--- config.mk ---
export PLATFORM = sky130hd
export DESIGN_NAME = column_span_occlusion_list
export DESIGN_NICKNAME = d
export VERILOG_FILES = /design/src/design/csol_pkg.sv /design/src/design/column_span_occlusion_list.sv
export SDC_FILE = /design/constraint.sdc
export NUM_CORES = 2
export LEC_CHECK = 0
export ABC_AREA = 1
export BUFFER_PORTS_ARGS = -buffer_cell sky130_fd_sc_hd__buf_2
export CORE_ASPECT_RATIO = 1.5
export CORE_UTILIZATION = 52
export DETAILED_ROUTE_END_ITERATION = 12
export HOLD_SLACK_MARGIN = 0.06
export MAX_ROUTING_LAYER = met4
export PLACE_DENSITY = 0.77
export SLEW_MARGIN = 0
export SYNTH_ARGS = -nofsm -noshare
export SYNTH_HDL_FRONTEND = slang
export SYNTH_SLANG_ARGS = --single-unit
--- constraint.sdc ---
create_clock -name clock -period 7.9 [get_ports clock]
set_clock_uncertainty 0.05 [all_clocks]
set_input_delay 1.58 -clock clock [delete_from_list [all_inputs] [get_ports clock]]
set_output_delay 1.58 -clock clock [all_outputs]
set_load 0.01 [all_outputs]
--- src/design/csol_pkg.sv ---
// ----------------------------------------------------------------------------
// csol_pkg
// shared types, field widths and codes of the column span occlusion list
// ----------------------------------------------------------------------------
package csol_pkg;

   localparam int MAX_RANGES  = 32;
   localparam int RESULT_CAP  = 32;
   localparam int FIELD_W     = 10;
   localparam int COL_W       = 12;
   localparam int IDX_W       = $clog2(MAX_RANGES);
   localparam int CNT_W       = $clog2(MAX_RANGES + 1);
   localparam int RCNT_W      = $clog2(RESULT_CAP + 1);

   localparam logic [FIELD_W-1:0] RESET_WIDTH = 10'd320;

   localparam logic [1:0] ACT_CLIP  = 2'd0;
   localparam logic [1:0] ACT_QUERY = 2'd1;
   localparam logic [1:0] ACT_FRAME = 2'd2;

   localparam logic [1:0] KIND_FRAG  = 2'd0;
   localparam logic [1:0] KIND_DONE  = 2'd1;
   localparam logic [1:0] KIND_EMPTY = 2'd2;

   typedef logic signed [COL_W-1:0] col_type;

   typedef struct packed {
      logic [1:0]         action;
      logic [FIELD_W-1:0] first_col;
      logic [FIELD_W-1:0] last_col;
      logic               solid;
   } req_type;

   typedef struct packed {
      logic [1:0]         kind;
      logic [FIELD_W-1:0] frag_first;
      logic [FIELD_W-1:0] frag_last;
      logic               maybe_visible;
      logic               last_of_run;
      logic               overflow;
   } rsp_type;

endpackage

--- src/design/column_span_occlusion_list.sv ---
// ----------------------------------------------------------------------------
// column_span_occlusion_list
// sorted list of covered screen column ranges with clip, query and frame start
// ----------------------------------------------------------------------------
// usage:
//   req channel (valid/ready) takes one transaction: clip a span, query a span
//   or start a new frame. rsp channel (valid/ready) returns the results of a
//   transaction in order; last_of_run marks the final one. a clip that is
//   fully covered returns no result at all.
//   csr_wr_en / csr_wr_data set the viewport width; it is applied at the next
//   frame start.
//   req_ready is high only while the sequencer is idle. the sequencer walks
//   the list through a single compare/select datapath that reads one list
//   entry per cycle while the result side does not hold it; a clip that runs
//   past its entry emits each fragment found and commits, and a solid one then
//   removes each swallowed entry.
//   results leave through an output register behind a one-deep holding
//   register; when rsp_ready is low the sequencer waits only when it has a
//   new result or its last result to release and both registers are full.
//   synchronous reset restores the sentinels -2..-1 and 320..321, the width
//   of 320, and drops any pending result.
// ----------------------------------------------------------------------------
module column_span_occlusion_list (
   input  logic              clock,
   input  logic              reset,
   input  logic              req_valid,
   output logic              req_ready,
   input  csol_pkg::req_type req_payload,
   output logic              rsp_valid,
   input  logic              rsp_ready,
   output csol_pkg::rsp_type rsp_payload,
   input  logic              csr_wr_en,
   input  logic [9:0]        csr_wr_data
);
   import csol_pkg::*;

   localparam logic [2:0] ST_IDLE   = 3'd0;
   localparam logic [2:0] ST_SCAN   = 3'd1;
   localparam logic [2:0] ST_FRONT  = 3'd2;
   localparam logic [2:0] ST_MERGE  = 3'd3;
   localparam logic [2:0] ST_COMMIT = 3'd4;
   localparam logic [2:0] ST_REMOVE = 3'd5;
   localparam logic [2:0] ST_QSCAN  = 3'd6;
   localparam logic [2:0] ST_FLUSH  = 3'd7;

   localparam logic [2:0] AOP_HOLD   = 3'd0;
   localparam logic [2:0] AOP_INIT   = 3'd1;
   localparam logic [2:0] AOP_INSERT = 3'd2;
   localparam logic [2:0] AOP_REMOVE = 3'd3;
   localparam logic [2:0] AOP_START  = 3'd4;
   localparam logic [2:0] AOP_END    = 3'd5;

   localparam col_type ONE_COL   = col_type'(1);
   localparam col_type LEFT_S    = col_type'(-2);
   localparam col_type LEFT_E    = col_type'(-1);

   // range list
   col_type start_ff [MAX_RANGES];
   col_type end_ff   [MAX_RANGES];
   col_type start_in [MAX_RANGES];
   col_type end_in   [MAX_RANGES];
   col_type up_s     [MAX_RANGES];
   col_type up_e     [MAX_RANGES];
   col_type dn_s     [MAX_RANGES];
   col_type dn_e     [MAX_RANGES];

   logic [2:0]         state_ff, state_in;
   logic [CNT_W-1:0]   ptr_ff, ptr_in;
   logic [IDX_W-1:0]   s_ff, s_in;
   logic [CNT_W-1:0]   rem_ff, rem_in;
   logic [CNT_W-1:0]   count_ff, count_in;
   logic [RCNT_W-1:0]  cnt_ff, cnt_in;
   col_type            f_ff, f_in;
   col_type            l_ff, l_in;
   logic               solid_ff, solid_in;
   col_type            cur_end_ff, cur_end_in;
   col_type            maxcol_ff, maxcol_in;
   logic [FIELD_W-1:0] width_ff, width_in;
   rsp_type            pend_ff, pend_in;
   logic               pend_valid_ff, pend_valid_in;
   logic               rsp_valid_ff, rsp_valid_in;
   rsp_type            rsp_payload_ff, rsp_payload_in;

   logic [2:0]         arr_op;
   logic [FIELD_W-1:0] init_width;
   col_type            rd_s, rd_e;
   col_type            req_f, req_l, req_lc;
   logic               req_empty;
   logic               list_full;
   logic               out_free, cap_ok, hold;
   logic               emit_req, out_flush, out_push;
   rsp_type            emit_data, out_data;

   assign rd_s      = start_ff[ptr_ff[IDX_W-1:0]];
   assign rd_e      = end_ff[ptr_ff[IDX_W-1:0]];
   assign req_f     = col_type'({{(COL_W-FIELD_W){1'b0}}, req_payload.first_col});
   assign req_l     = col_type'({{(COL_W-FIELD_W){1'b0}}, req_payload.last_col});
   assign req_empty = (req_f > req_l) || (req_f > maxcol_ff);
   assign req_lc    = (req_l > maxcol_ff) ? maxcol_ff : req_l;
   assign list_full = (count_ff == CNT_W'(MAX_RANGES));
   assign out_free  = !rsp_valid_ff || rsp_ready;
   assign cap_ok    = (cnt_ff < RCNT_W'(RESULT_CAP));
   assign hold      = cap_ok && pend_valid_ff && !out_free;
   assign init_width = reset ? RESET_WIDTH : width_ff;

   // neighbor taps for one-step shifts
   for (genvar g = 0; g < MAX_RANGES; g++) begin : g_tap
      if (g == 0) begin : g_lo
         assign up_s[g] = start_ff[g];
         assign up_e[g] = end_ff[g];
      end else begin : g_mid
         assign up_s[g] = start_ff[g-1];
         assign up_e[g] = end_ff[g-1];
      end
      if (g == MAX_RANGES - 1) begin : g_hi
         assign dn_s[g] = start_ff[g];
         assign dn_e[g] = end_ff[g];
      end else begin : g_nx
         assign dn_s[g] = start_ff[g+1];
         assign dn_e[g] = end_ff[g+1];
      end
   end

   always_comb begin
      for (int i = 0; i < MAX_RANGES; i++) begin
         start_in[i] = start_ff[i];
         end_in[i]   = end_ff[i];
         unique case (arr_op)
            AOP_HOLD: begin
            end
            AOP_INIT: begin
               if (i == 0) begin
                  start_in[i] = LEFT_S;
                  end_in[i]   = LEFT_E;
               end else if (i == 1) begin
                  start_in[i] = col_type'({{(COL_W-FIELD_W){1'b0}}, init_width});
                  end_in[i]   = col_type'({{(COL_W-FIELD_W){1'b0}}, init_width}) + ONE_COL;
               end
            end
            AOP_INSERT: begin
               if (IDX_W'(i) == s_ff) begin
                  start_in[i] = f_ff;
                  end_in[i]   = l_ff;
               end else if (IDX_W'(i) > s_ff) begin
                  start_in[i] = up_s[i];
                  end_in[i]   = up_e[i];
               end
            end
            AOP_REMOVE: begin
               if (IDX_W'(i) > s_ff) begin
                  start_in[i] = dn_s[i];
                  end_in[i]   = dn_e[i];
               end
            end
            AOP_START: begin
               if (IDX_W'(i) == s_ff) begin
                  start_in[i] = f_ff;
               end
            end
            AOP_END: begin
               if (IDX_W'(i) == s_ff) begin
                  end_in[i] = l_ff;
               end
            end
            default: begin
            end
         endcase
      end
   end

   // sequencer
   always_comb begin
      state_in   = state_ff;
      ptr_in     = ptr_ff;
      s_in       = s_ff;
      rem_in     = rem_ff;
      count_in   = count_ff;
      f_in       = f_ff;
      l_in       = l_ff;
      solid_in   = solid_ff;
      cur_end_in = cur_end_ff;
      maxcol_in  = maxcol_ff;
      width_in   = csr_wr_en ? csr_wr_data : width_ff;
      arr_op     = AOP_HOLD;
      emit_req   = 1'b0;
      emit_data  = '0;
      out_flush  = 1'b0;

      unique case (state_ff)
         ST_IDLE: begin
            if (req_valid) begin
               f_in     = req_f;
               l_in     = req_lc;
               solid_in = req_payload.solid;
               ptr_in   = '0;
               state_in = ST_FLUSH;
               unique case (req_payload.action)
                  ACT_CLIP: begin
                     if (req_empty) begin
                        emit_req       = 1'b1;
                        emit_data.kind = KIND_EMPTY;
                     end else begin
                        state_in = ST_SCAN;
                     end
                  end
                  ACT_QUERY: begin
                     if (req_empty) begin
                        emit_req       = 1'b1;
                        emit_data.kind = KIND_DONE;
                     end else begin
                        state_in = ST_QSCAN;
                     end
                  end
                  ACT_FRAME: begin
                     arr_op         = AOP_INIT;
                     count_in       = CNT_W'(2);
                     maxcol_in      = col_type'({{(COL_W-FIELD_W){1'b0}}, width_ff}) - ONE_COL;
                     emit_req       = 1'b1;
                     emit_data.kind = KIND_DONE;
                  end
                  default: begin
                     emit_req       = 1'b1;
                     emit_data.kind = KIND_DONE;
                  end
               endcase
            end
         end
         ST_SCAN: begin
            if ((ptr_ff < count_ff - CNT_W'(1)) && (rd_e < f_ff - ONE_COL)) begin
               ptr_in = ptr_ff + CNT_W'(1);
            end else begin
               s_in     = ptr_ff[IDX_W-1:0];
               state_in = ST_FRONT;
            end
         end
         ST_FRONT: begin
            cur_end_in = rd_e;
            ptr_in     = ptr_ff + CNT_W'(1);
            state_in   = (l_ff <= rd_e) ? ST_FLUSH : ST_MERGE;
            if (f_ff < rd_s) begin
               emit_req             = 1'b1;
               emit_data.kind       = KIND_FRAG;
               emit_data.frag_first = f_ff[FIELD_W-1:0];
               if (l_ff < rd_s - ONE_COL) begin
                  emit_data.frag_last = l_ff[FIELD_W-1:0];
                  emit_data.overflow  = solid_ff && list_full;
                  state_in            = ST_FLUSH;
                  if (solid_ff && !list_full) begin
                     arr_op   = AOP_INSERT;
                     count_in = count_ff + CNT_W'(1);
                  end
               end else begin
                  emit_data.frag_last = FIELD_W'(rd_s - ONE_COL);
                  if (solid_ff) begin
                     arr_op = AOP_START;
                  end
               end
            end
         end
         ST_MERGE: begin
            emit_req             = 1'b1;
            emit_data.kind       = KIND_FRAG;
            emit_data.frag_first = FIELD_W'(cur_end_ff + ONE_COL);
            if (!hold) begin
               if ((ptr_ff < count_ff) && (l_ff >= rd_s - ONE_COL)) begin
                  emit_data.frag_last = FIELD_W'(rd_s - ONE_COL);
                  if (l_ff <= rd_e) begin
                     l_in     = rd_e;
                     rem_in   = ptr_ff - CNT_W'(s_ff);
                     state_in = ST_COMMIT;
                  end else begin
                     cur_end_in = rd_e;
                     ptr_in     = ptr_ff + CNT_W'(1);
                  end
               end else begin
                  emit_data.frag_last = l_ff[FIELD_W-1:0];
                  rem_in   = ptr_ff - CNT_W'(1) - CNT_W'(s_ff);
                  state_in = ST_COMMIT;
               end
            end else begin
               emit_data.frag_last = l_ff[FIELD_W-1:0];
            end
         end
         ST_COMMIT: begin
            state_in = ST_FLUSH;
            if (solid_ff) begin
               arr_op = AOP_END;
               if (rem_ff != '0) begin
                  state_in = ST_REMOVE;
               end
            end
         end
         ST_REMOVE: begin
            arr_op   = AOP_REMOVE;
            count_in = count_ff - CNT_W'(1);
            rem_in   = rem_ff - CNT_W'(1);
            if (rem_ff == CNT_W'(1)) begin
               state_in = ST_FLUSH;
            end
         end
         ST_QSCAN: begin
            if ((ptr_ff < count_ff - CNT_W'(1)) && (rd_e < l_ff)) begin
               ptr_in = ptr_ff + CNT_W'(1);
            end else begin
               emit_req                = 1'b1;
               emit_data.kind          = KIND_DONE;
               emit_data.maybe_visible = !((f_ff >= rd_s) && (l_ff <= rd_e));
               state_in                = ST_FLUSH;
            end
         end
         ST_FLUSH: begin
            if (!pend_valid_ff || out_free) begin
               out_flush = 1'b1;
               state_in  = ST_IDLE;
            end
         end
         default: begin
            state_in = ST_IDLE;
         end
      endcase

      if (reset) begin
         arr_op = AOP_INIT;
      end
   end

   // holding register and output register
   always_comb begin
      pend_in       = pend_ff;
      pend_valid_in = pend_valid_ff;
      cnt_in        = cnt_ff;
      out_push      = 1'b0;
      out_data      = pend_ff;
      if (emit_req && !hold && cap_ok) begin
         pend_in       = emit_data;
         pend_valid_in = 1'b1;
         cnt_in        = cnt_ff + RCNT_W'(1);
         out_push      = pend_valid_ff;
      end
      if (out_flush) begin
         cnt_in = '0;
         if (pend_valid_ff) begin
            out_push             = 1'b1;
            out_data.last_of_run = 1'b1;
            pend_valid_in        = 1'b0;
         end
      end
      rsp_valid_in   = out_push || (rsp_valid_ff && !rsp_ready);
      rsp_payload_in = out_push ? out_data : rsp_payload_ff;
   end

   always_ff @(posedge clock) begin
      start_ff       <= start_in;
      end_ff         <= end_in;
      ptr_ff         <= ptr_in;
      s_ff           <= s_in;
      rem_ff         <= rem_in;
      f_ff           <= f_in;
      l_ff           <= l_in;
      solid_ff       <= solid_in;
      cur_end_ff     <= cur_end_in;
      pend_ff        <= pend_in;
      rsp_payload_ff <= rsp_payload_in;
      if (reset) begin
         state_ff      <= ST_IDLE;
         count_ff      <= CNT_W'(2);
         cnt_ff        <= '0;
         maxcol_ff     <= col_type'({{(COL_W-FIELD_W){1'b0}}, RESET_WIDTH}) - ONE_COL;
         width_ff      <= RESET_WIDTH;
         pend_valid_ff <= 1'b0;
         rsp_valid_ff  <= 1'b0;
      end else begin
         state_ff      <= state_in;
         count_ff      <= count_in;
         cnt_ff        <= cnt_in;
         maxcol_ff     <= maxcol_in;
         width_ff      <= width_in;
         pend_valid_ff <= pend_valid_in;
         rsp_valid_ff  <= rsp_valid_in;
      end
   end

   assign req_ready   = (state_ff == ST_IDLE);
   assign rsp_valid   = rsp_valid_ff;
   assign rsp_payload = rsp_payload_ff;

   // checks
   a_idle_nothing_held: assert property (@(posedge clock) disable iff (reset)
      req_ready |-> !pend_valid_ff)
      else $error("result still held while accepting a new transaction");

   a_frame_restores_count: assert property (@(posedge clock) disable iff (reset)
      req_valid && req_ready && (req_payload.action == ACT_FRAME) |=> count_ff == CNT_W'(2))
      else $error("frame start did not restore the two sentinels");

   a_remove_bounds: assert property (@(posedge clock) disable iff (reset)
      (state_ff == ST_REMOVE) |-> (rem_ff != '0) && (count_ff > rem_ff))
      else $error("entry removal past the list");

   a_left_sentinel: assert property (@(posedge clock) disable iff (reset)
      !$past(reset) |-> start_ff[0] == LEFT_S)
      else $error("left sentinel start lost");

endmodule

==> flow_metrics.py <==
metrics = {
    "run_status": {
        "status": "finished, final reports clean",
    },
    "clocking": {
        "hold_buffers": 0,
        "post_cts_buffers": 0,
        "clockRootBuffer": "clkbuf_16",
        "cts_tree": "yes",
        "cts_max_path_buffers": 3,
        "cts_made_buffers": 92,
        "cts_sinks": 905,
        "cts-resized-gates": 0,
        "cts.clk_slew.worst_paths_ns": 0.06,
        "clkLatencyLatePin_ns": 0.75,
        "htreeDepth": 3,
    },
    "sta": {
        "setup_viol": 0,
        "rsz0062_at_grt": "false",
        "relSlewSlack_pct": 11.01,
        "worstMarginPinSlew_ns": 1.330,
        "fmax_mhz": 138.9,
        "period_share_pct": 91.12,
        "post-route-min-period_ns": 7.199,
        "maxSlewViolCount": 0,
        "fin_setup_tns_ns": 0,
        "hold_viol": 0,
    },
    "route": {
        "drtIter0Drc": 8845,
        "vias": 58800,
        "first_pass_iters": 8,
        "ant_nets": 0,
        "avgRoutedWirePerCell_um": 25.23,
        "drc": 0,
        "routed_wirelength_mm": 229.1,
        "routed_via_density": 6.476,
    },
    "grt": {
        "grt-busiest-layer": "met2",
        "grt_use_met1_pct": 47.10,
        "met3_usage_pct": 8.506,
        "grt_max_degree": 209,
        "overflow": 0,
        "antenna_found_initial": 6,
        "grt_pass1_vias": 55300,
        "track_usage_pct": 41.03,
        "grt_pass1_wl_mm": 339.9,
        "grt_util_met2_pct": 61.95,
    },
    "yosys": {
        "seq_area_frac_synth_pct": 46.00,
        "syn_area_per_cell_um2": 7.472,
        "ys_warn_count": 0,
        "synthCells": 7796,
        "synth_edf_count": 867,
        "ys_seq_elements": 905,
        "netlist_area_um2": 58250,
        "synthTopCellsByArea": "edfxtp_1 (45%), nand2_1 (17%), o21ai_0 (10%), nand3_1 (6.9%), nor2_1 (2.9%)",
        "synth_largest_area_cell": "edfxtp_1",
        "ys_types": 54,
        "async_reset_ff_share_pct": 0,
        "synth_flop_cell": "edfxtp_1",
        "syn_nets": 7939,
        "synth_top_area_share_pct": 44.70,
    },
    "finish": {
        "drive_above_1_share_pct": 6.475,
        "postLayoutCoreUtil_pct": 56.28,
        "instances_no_fill": 9079,
        "area_growth_pct": 7.539,
        "fin_nets": 7695,
        "nFillCells": 10300,
    },
    "min_path": {
        "hold_start": "out_data[20]",
        "holdCritPathClass": "reg2reg",
    },
    "die": {
        "die_y_um": 411.9,
        "die_w_um": 275.3,
        "io_pins": 65,
        "dieArea_um2": 113400,
        "row_count": 150,
        "start_util_pct": 52.34,
        "core_area_um2": 111300,
    },
    "power_and_ir_drop": {
        "swShare_pct": 47.75,
        "pwr-share-comb_pct": 48.8,
        "leakagePower_nw": 26.37,
        "p_int_mw": 12.44,
        "power_frac_seq_pct": 32.4,
        "p_sw_mw": 11.37,
        "ir_worst_vdd_uv": 308.5,
        "p_per_area_nw_per_um2": 380.1,
        "clockPowerShare_pct": 18.8,
        "power_mw": 23.81,
    },
    "worst_setup_path": {
        "crit_fanout": 208,
        "worst-setup-path-type": "reg2reg",
        "rr_startpoint": "ptr_ff[0]",
        "slowest_delay_ns": 0.74,
        "cp.arrival_ns": 7.74,
        "endpoint_kind": "register",
        "worst_ep_required_time_ns": 8.44,
        "cpMostUsedCell": "nand2_1",
        "startpoint_type": "register",
        "cp_slowest_cell": "o21ai_0",
        "crit_start": "ptr_ff[0]",
    },
    "place": {
        "place_inst": 8902,
        "io_buffers": 64,
        "place_congestion": 1.044,
        "place_hpwl_mm": 150.9,
    },
    "job": {
        "maxCapViolCount": 0,
    },
}
## critical path: cells and delay by family (launching register included)
family / cells / cell delay [ns]
and+or+nand+nor: 14 / 1.95
xor gates and xnor gates: 1 / 0.56
DFF: 1 / 0.51
AOI/OAI and AO/OA: 6 / 1.46
buffers and inverters: 5 / 1.49
adders and majority gates: 2 / 0.64
## through the flow
stage | setup WS (ns) | hold slack [ns] | area [um^2]
2_1_floorplan | 2.188 | 0.3503 | 58250
3_3_place_gp | 1.107 | 0.3523 | 59690
3_5_place_dp | 1.103 | 0.3545 | 59690
4_1_cts | 1.067 | 0.3688 | 62630
5_1_grt | 0.4033 | 0.3783 | 62640
6_report | 0.7013 | 0.3703 | 62640
## path summary, 6_finish.rpt
kind | endpoint | slack [ns] | depth (start not counted)
min | rsp_payload[20] | 0.37 | 0
max | dn_e[212] | 0.70 | 28
min reg2reg | rsp_payload[20] | 0.37 | 0
max reg2reg | dn_e[212] | 0.70 | 28
## per-layer routing
layer,wire [um],vias to the layer above
met5,0,-
met4,21970,0
met3,27820,1249
met2,103200,4427
met1,76110,27150
li1,-,25970
## cell usage after synthesis, types with 3 or more instances
cell and n:
o21ai_0 1209, o32ai_1 3, nand2_2 7, nor4_1 3, buf_2 200, o211ai_1 94
clkinv_1 16, o21ai_2 3, nor3_1 32, o221ai_1 18, xnor2_1 10, o21a_1 3
xor2_1 34, buf_1 19, edfxtp_1 867, ha_1 103, nor2_2 4, nor2_1 453
a211oi_1 7, a21oi_1 215, buf_6 19, clkbuf_1 387, inv_2 16, o22ai_1 114
nand4_1 59, nand2_1 2595, buf_4 3, inv_1 388, dfxtp_1 38, a31oi_1 4
o21ai_1 33, nand3_1 808, a21o_1 4
## registers in the layout (all words and copies together) (netlist names), 3 cells and up
signal,count
start_ff,12
dn_s,372
out_data,24
count_ff,6
l_ff,12
rsp_payload,25
end_ff,12
maxcol_ff,11
rem_ff,6
dn_e,372
cnt_ff,6
cur_end_ff,10
state_ff,3
width_ff,10
ptr_ff,6
f_ff,10
s_ff,5
## final cells by class
class / count / area [um^2] / share of cell area (%)
clock inverter: 62 / 544.3 / 0.8689
tap: 1444 / 1807 / 2.884
clock buffer: 109 / 2392 / 3.819
antenna: 6 / 15.01 / 0.02397
timing repair buffer: 290 / 2267 / 3.619
inverter: 420 / 1604 / 2.561
multi-input combinational: 5843 / 27220 / 43.45
sequential: 905 / 26800 / 42.78
## layout by cell type, fill, tap and decap left out, types with 103 or more instances in the layout
master and count:
a21oi_1 215, buf_4 206, edfxtp_1 867, ha_1 103
inv_1 386, nand2_1 2595, nand3_1 806, nor2_1 449
o21ai_0 1207, o22ai_1 114
## power by group through the flow
stage	clock, mW	combinational (mW)	sequential [mW]
2_1_floorplan	0	7.07	7.42
6_report	4.48	11.6	7.73
3_3_place_gp	0	10.8	7.76
5_1_grt	4.64	12.3	7.80
4_1_cts	4.46	11.1	7.68
3_5_place_dp	0	11.0	7.77
## kinds of logic after synthesis
group,share of synthesized area (%)
fa+ha+maj,2.281
xor+xnor,0.6616
buf+inv,7.447
simple gates,27.90
compound gates,15.70
flops,46.00
Power figures use the tool's default switching activity.
